<file path="src/design/efc_pkg.sv">
// ---------------------------------------------------------------------------
// efc_pkg: shared types and constants of the event corner detector
// Ring offset tables, the age weight table, arc limits, tau constants and
// the request and response bundles of the quotient divider.
// ---------------------------------------------------------------------------
package efc_pkg;

  // Configuration register indexes.
  localparam logic REG_SENSOR_WIDTH  = 1'b0;
  localparam logic REG_SENSOR_HEIGHT = 1'b1;

  // Distance from every border that an event needs for the arc test.
  localparam int BORDER = 4;

  // Circle sizes and the allowed arc lengths on each circle.
  localparam int RING3_N = 16;
  localparam int RING4_N = 20;
  localparam logic [3:0] ARC3_MIN = 4'd3;
  localparam logic [3:0] ARC3_MAX = 4'd6;
  localparam logic [3:0] ARC4_MIN = 4'd4;
  localparam logic [3:0] ARC4_MAX = 4'd8;

  // Score is (16 - arc3) + (20 - arc4) - 15.
  localparam logic [5:0] SCORE_BIAS = 6'd21;

  // Tau: mean of the five smallest ages, clamped.
  localparam int TAU_CNT     = 5;
  localparam int TAU_MIN     = 50;
  localparam int TAU_MAX     = 50000;
  localparam int TAU_SUM_MAX = 250000;
  localparam int RECIP5      = 52429;
  localparam int RECIP5_SH   = 18;
  localparam int TAU_W       = 16;
  localparam int AGE_W       = 18;

  // Quotient divider widths: age * 256 over 20 * tau.
  localparam int DIV_NUM_W = 26;
  localparam int DIV_DEN_W = 20;
  localparam int QUOT_W    = 6;

  typedef logic signed [3:0] ofs_t;

  localparam ofs_t RING3_DX [RING3_N] = '{
    4'sd0, 4'sd1, 4'sd2, 4'sd3, 4'sd3, 4'sd3, 4'sd2, 4'sd1,
    4'sd0, -4'sd1, -4'sd2, -4'sd3, -4'sd3, -4'sd3, -4'sd2, -4'sd1};
  localparam ofs_t RING3_DY [RING3_N] = '{
    4'sd3, 4'sd3, 4'sd2, 4'sd1, 4'sd0, -4'sd1, -4'sd2, -4'sd3,
    -4'sd3, -4'sd3, -4'sd2, -4'sd1, 4'sd0, 4'sd1, 4'sd2, 4'sd3};
  localparam ofs_t RING4_DX [RING4_N] = '{
    4'sd0, 4'sd1, 4'sd2, 4'sd3, 4'sd4, 4'sd4, 4'sd4, 4'sd3, 4'sd2, 4'sd1,
    4'sd0, -4'sd1, -4'sd2, -4'sd3, -4'sd4, -4'sd4, -4'sd4, -4'sd3, -4'sd2, -4'sd1};
  localparam ofs_t RING4_DY [RING4_N] = '{
    4'sd4, 4'sd4, 4'sd3, 4'sd2, 4'sd1, 4'sd0, -4'sd1, -4'sd2, -4'sd3, -4'sd4,
    -4'sd4, -4'sd4, -4'sd3, -4'sd2, -4'sd1, 4'sd0, 4'sd1, 4'sd2, 4'sd3, 4'sd4};

  // Age weight table in units of 1/4096, built from a Q30 decay chain.
  localparam int WTAB_LEN = 52;
  localparam int WEIGHT_W = 13;
  typedef logic [WEIGHT_W-1:0] wtab_t [WTAB_LEN];

  function automatic wtab_t build_wtab();
    wtab_t      t;
    logic [63:0] a;
    a = 64'd1 << 30;
    for (int q = 0; q < WTAB_LEN; q++) begin
      t[q] = WEIGHT_W'((a + (64'd1 << 17)) >> 18);
      a = (a * 64'd1069555701 + (64'd1 << 29)) >> 30;
    end
    return t;
  endfunction

  localparam wtab_t WTAB = build_wtab();

  // Divider bundles.
  typedef struct packed {
    logic                 start;
    logic [DIV_NUM_W-1:0] num;
    logic [DIV_DEN_W-1:0] den;
  } div_req_t;

  typedef struct packed {
    logic              done;
    logic [QUOT_W-1:0] quot;
  } div_rsp_t;

  // Surface write enables.
  typedef struct packed {
    logic time_we;
    logic score_we;
  } mem_we_t;

endpackage

</file>
<file path="src/design/efc_qdiv.sv">
// ---------------------------------------------------------------------------
// efc_qdiv: small restoring divider for the weight index
// Finds a six-bit quotient one bit per cycle, most significant bit first.
// ---------------------------------------------------------------------------
module efc_qdiv (
  input  logic               clk,
  input  logic               rst,
  input  efc_pkg::div_req_t  req,
  output efc_pkg::div_rsp_t  rsp
);

  logic [efc_pkg::DIV_NUM_W-1:0] rem;
  logic [efc_pkg::DIV_DEN_W-1:0] den;
  logic [2:0]                    step;
  logic [efc_pkg::QUOT_W-1:0]    quot;
  logic                          busy;
  logic                          done;
  logic [efc_pkg::DIV_NUM_W-1:0] cand;
  logic                          fits;

  // Shifted divisor for the current quotient bit.
  assign cand = efc_pkg::DIV_NUM_W'(den) << step;
  assign fits = rem >= cand;

  // One compare and subtract per cycle.
  always_ff @(posedge clk) begin
    if (rst) begin
      busy <= 1'b0;
      done <= 1'b0;
    end else begin
      done <= 1'b0;
      if (req.start) begin
        rem  <= req.num;
        den  <= req.den;
        step <= 3'(efc_pkg::QUOT_W - 1);
        quot <= '0;
        busy <= 1'b1;
      end else if (busy) begin
        if (fits) begin
          rem <= rem - cand;
        end
        quot <= {quot[efc_pkg::QUOT_W-2:0], fits};
        if (step == 3'd0) begin
          busy <= 1'b0;
          done <= 1'b1;
        end else begin
          step <= step - 3'd1;
        end
      end
    end
  end

  assign rsp.done = done;
  assign rsp.quot = quot;

endmodule

</file>
<file path="config.mk">
export PLATFORM = sky130hd
export DESIGN_NAME = efc_qdiv
export DESIGN_NICKNAME = d
export VERILOG_FILES = /design/src/design/efc_pkg.sv /design/src/design/efc_qdiv.sv
export SDC_FILE = /design/constraint.sdc
export NUM_CORES = 1
export LEC_CHECK = 0
export BUFFER_PORTS_ARGS = -buffer_cell sky130_fd_sc_hd__clkbuf_2
export CORE_MARGIN = 4
export CORE_UTILIZATION = 53
export CTS_CLUSTER_DIAMETER = 80
export DETAILED_ROUTE_END_ITERATION = 16
export HOLD_SLACK_MARGIN = 0.12
export PLACE_DENSITY = 0.77
export SKIP_CTS_REPAIR_TIMING = 1
export SYNTH_ARGS = -nofsm -noshare
export SYNTH_HDL_FRONTEND = slang
export SYNTH_SLANG_ARGS = --single-unit
</file>
<file path="constraint.sdc">
create_clock -name clk -period 4.5 [get_ports clk]
set_input_delay 1.125 -clock clk [delete_from_list [all_inputs] [get_ports clk]]
set_output_delay 1.125 -clock clk [all_outputs]
set_load 0.02 [all_outputs]
</file>
Word-level counts from Yosys, hierarchy flattened:

Cells that the tools add are included.

* output and inout port bits: 7
* word-level logic and storage cells: 31
* register bits after elaboration: 57
* bits of input ports: 49

* shifts and indexed selects: 1
* reduce and logical (&&, ||, !) cells: 8
* order comparisons: 1
* add/subtract/negate cells: 2
* equal/unequal tests: 1
* bitwise gates (word level): 2
* mux-type cells: 10

Operator list (count)
* 2-to-1 mux 26 bit: 3
* greater-or-equal comparator 26 bit: 1
* << shifter 20 x 3 -> 26 bit: 1
* subtractor 26 bit: 1
* 2-to-1 mux 3 bit: 2
* 2-to-1 mux 6 bit: 1
* AND reduction 3 bit: 2
* 2-to-1 mux 1 bit: 4
* AND reduction 2 bit: 2
* nonzero test 2 bit: 2
* logical NOT 3 bit: 1
* OR reduction 3 bit: 1
* subtractor 3 x 1 -> 3 bit, second input constant: 1
* inequality test 2 bit, second input constant: 1
* inverter 1 bit: 2

Longest topological paths before layout:

* depth after elaboration: 5
* depth in mapped cells: 15
* gate-level depth less buffers: 13

Worst setup path before layout:

OpenSTA, ideal clock, no wires.

* path type: flip-flop to flip-flop
* start point: register step[1]
* end point: register rem[0] (netlist name) (enable)
* cell stages (with the launch flop): 14
* path slack: 226 ps
* path buffers: 3
* setup time: 412 ps
* data required time: 4088 ps
* data arrival time: 3862 ps
* clock period less this slack: 4274 ps
* path through: edfxtp_1 buf_1 clkbuf_1 mux4_2 mux2i_1 ha_1 buf_2 nand4_1 nor4_1 a41oi_1 o21ai_0 a21o_1 a211oi_1 o21ai_1

* cells in the longest elaborated chain, start to end: 4

Ends and longest elaborated chain
* from (decl): RTL line efc_qdiv.sv:14 `logic [2:0] step;`
* from (signal assigned): RTL line efc_qdiv.sv:35 `step <= 3'(efc_pkg::QUOT_W - 1);`
* from (signal assigned): RTL line efc_qdiv.sv:47 `step <= step - 3'd1;`
* << shifter 20 x 3 -> 26 bit: RTL line efc_qdiv.sv:22 `assign cand = efc_pkg::DIV_NUM_W'(den) << step;`
* greater-or-equal comparator 26 bit: RTL line efc_qdiv.sv:23 `assign fits = rem >= cand;`
* nonzero test 2 bit (no source line)
* AND reduction 3 bit (no source line)
* to (signal assigned): RTL line efc_qdiv.sv:33 `rem <= req.num;`
* to (signal assigned): RTL line efc_qdiv.sv:40 `rem <= rem - cand;`
* to (decl): RTL line efc_qdiv.sv:12 `logic [efc_pkg::DIV_NUM_W-1:0] rem;`

Every way passes these cells.
A chain may end at the register's enable or synchronous reset.

Worst setup path in the final report:

* start point: register step[1]
* end point: register rem[13] (netlist name) (enable)

The elaborated chain is that of the path after synthesis.

==> impl_metrics.csv <==
group,metric,value,unit
die,io_pins,56,
clock_tree,clock_latency,0.36,ns
yosys,synth_top_family_by_area,"compound AO/OA/AOI/OAI gates",
critical_path,cp-start-kind,"flop",
detailed_routing,firstDrtPassIters,5,
yosys,synthesis.area,4230,um2
yosys,synth_top_area_share,0.391,
timing,fin_crit_sh,0.907,
yosys,synth-edff-count,55,
detailed_routing,via_per_inst,5.91,
power,irDropWorstVdd,0.000242,V
yosys,yosysWarnings,0,
clock_tree,cts-htree-levels,3,
timing,setup_tns,0,ns
placed_design,gp_congestion,0.958,
power,switching_power,770,uW
die,initial_utilization,0.547,
layout,diodes,0,
global_routing,antenna_found_initial,0,
detailed_routing,ant_nets,0,
critical_path,endpoint_kind,"flop",
timing,maxSlewViolCount,0,
clock_tree,cts_tree,"built",
timing,hold_ws,0.574,ns
layout,nets,542,
yosys,yosys_most_used_dff,"edfxtp_1",
critical_path,crit_start,"step[1]",
yosys,yosys.area_share.adder,0.0876,
power,power_frac_seq,0.352,
yosys,synthTopCellsByCount,"55 x edfxtp_1, 47 x nand2_1, 39 x o21ai_0",
critical_path,cp_data_required_time,4.57,ns
power,internal_power,1.25,mW
yosys,synth.area.top_cells,"edfxtp_1 39%, ha_1 8.3%, mux4_2 6.4%",
yosys,yosysMostFrequentCell,"edfxtp_1",
layout,drive_gt1_frac,0.211,
global_routing,grt_max_degree,36,
clock_tree,cts_sinks,57,
placed_design,placed_area,4570,um2
power,p_clk_frac,0.214,
die,rows,32,
die,coreArea,7730,um2
run,drv_cap,0,
outcome,status,"completed",
yosys,synth-simple-area-share,0.129,
layout,area_delta_synth_final,12.3,%
yosys,avgSynthCellArea,10.2,um2
timing,relSlewSlack,0.394,
timing,finClkSkew,0.0124,ns
critical_path,worst_ep_arrival_time,4.15,ns
timing,max_freq,0.245,GHz
timing,worstMarginPinSlew,0.908,ns
power,power_leakage,1.92,nW
detailed_routing,drcViolationCount,0,
yosys,ys_seq_area_frac,0.400,
global_routing,grt_pass1_vias,3304,
critical_path,crit_fanout,26,
global_routing,grt_overflow_total,0,
die,die_y,97.3,um
clock_tree,cts_max_path_buffers,2,
detailed_routing,wl_per_cell,17.1,um
yosys,synth_compound_area_frac,0.170,
placed_design,dp_hpwl,7560,um
power,swShare,0.381,
power,p_comb_frac,0.434,
critical_path,criticalPathCategory,"reg -> reg",
detailed_routing,vias,3374,
timing,period_needed,4.08,ns
yosys,synth_fp_nets,494,
placed_design,port_buffers,55,
timing,setup_viol,0,
timing,grt_setup_unrepaired,"no",
yosys,async_flop_share,0,
detailed_routing,finalWirelength,9740,um
layout,nFillCells,674,
detailed_routing,drt_iter0_markers,268,
global_routing,grt_pass1_wl,16000,um
min_path,min_path_type,"reg -> reg",
layout,design_area,4750,um2
yosys,synth_cell_types,50,
timing,hold_viol,0,
yosys,synthCells,416,
global_routing,grtUsageTotal,0.211,
clock_tree,clk_pin_slew,0.07,ns
min_path,min_from,"quot[4]",
die,die_x,97.3,um
yosys,yosysTopAreaCell,"edfxtp_1",
yosys,synth.mux.area_fraction,0.137,
layout,utilization,0.614,
clock_tree,cts_root_buf,"clkbuf_8",
clock_tree,cts_buffers,9,
die,die_area,9470,um2
yosys,synthXorXnorAreaFrac,0.0456,
power,power.density,425,nW/um2
yosys,ys_seq_elements,57,
critical_path,r2r-start,"step[1]",
[area by class of cell]
type	instances	area, um2	share of cell area
clock inverters	5	31.3	0.00659
repair buffers	60	313	0.0659
inverters	9	33.8	0.00712
flip-flops and latches	57	1690	0.356
clock buffers	11	141	0.0298
multi-input cells	327	2410	0.507
well taps	102	128	0.0269
[power groups by stage]
stage / registers, mW / clock network [mW] / logic, mW
floorplan: 0.707 / 0 / 0.665
global placement: 0.720 / 0 / 0.853
detailed placement: 0.720 / 0 / 0.857
CTS: 0.710 / 0.434 / 0.865
global route: 0.716 / 0.468 / 0.970
finish: 0.710 / 0.431 / 0.877
[metrics by stage]
step / power (mW) / worst slack [ns] / cells
3_3_place_gp: 1.57 / 0.534 / 555
3_5_place_dp: 1.58 / 0.522 / 555
4_1_cts: 2.01 / 0.487 / 571
6_report: 2.02 / 0.419 / 571
5_1_grt: 2.15 / 0.169 / 571
2_1_floorplan: 1.37 / 0.226 / 416
[flip-flops by register name, indices dropped and copies added (netlist names)]
signal  flops
rem        26
den        20
quot        6
step        3
busy        1
done        1
[layout by cell type, fill, tap and decap left out, drive strengths merged, types with 10 or more instances in the layout]
cell     n
ha      28
nand3   11
nand2   47
o21ai   43
nor2b   10
mux4    12
mux2i   24
clkbuf  66
xnor2   15
nor2    20
a21oi   34
edfxtp  55
[metal layers]
metal,track usage,vias to the layer above,wire [um]
met2,0.325,126,4420
met1,0.291,1562,4430
met4,0.0777,0,175
li1,-,1669,-
met3,0.0510,17,715
met5,0,-,0
[cell families (layout without fill, tap and decap cells)]
| group | after synthesis | count (layout) |
|---|---|---|
| and+or+nand+nor | 116 | 116 |
| muxes | 42 | 42 |
| DFF | 57 | 57 |
| adders and majority gates | 29 | 29 |
| xor gates and xnor gates | 22 | 22 |
| buffers and inverters | 32 | 85 |
| AOI/OAI and AO/OA | 118 | 118 |
[final timing paths]
kind	cells after the start	slack, ns	endpoint
worst min register to register	1	0.57	quot[5]
worst max register to register	13	0.42	rem[13]
worst min-delay path	1	0.57	quot[5]
worst max-delay path	13	0.42	rem[13]
[critical path: stages (launching register included)]
cell      delay, ns
edfxtp_1       0.83
mux2_2         0.43
nor2_1         0.08
a21oi_1        0.08
mux2i_1        0.23
ha_1           0.34
a211oi_1       0.36
o211ai_1       0.14
o21ai_0        0.29
nand3_1        0.11
and3_1         0.17
a211oi_1       0.37
o21ai_2        0.07
buf_4          0.26
No activity file was read; power rests on OpenSTA's default activity.
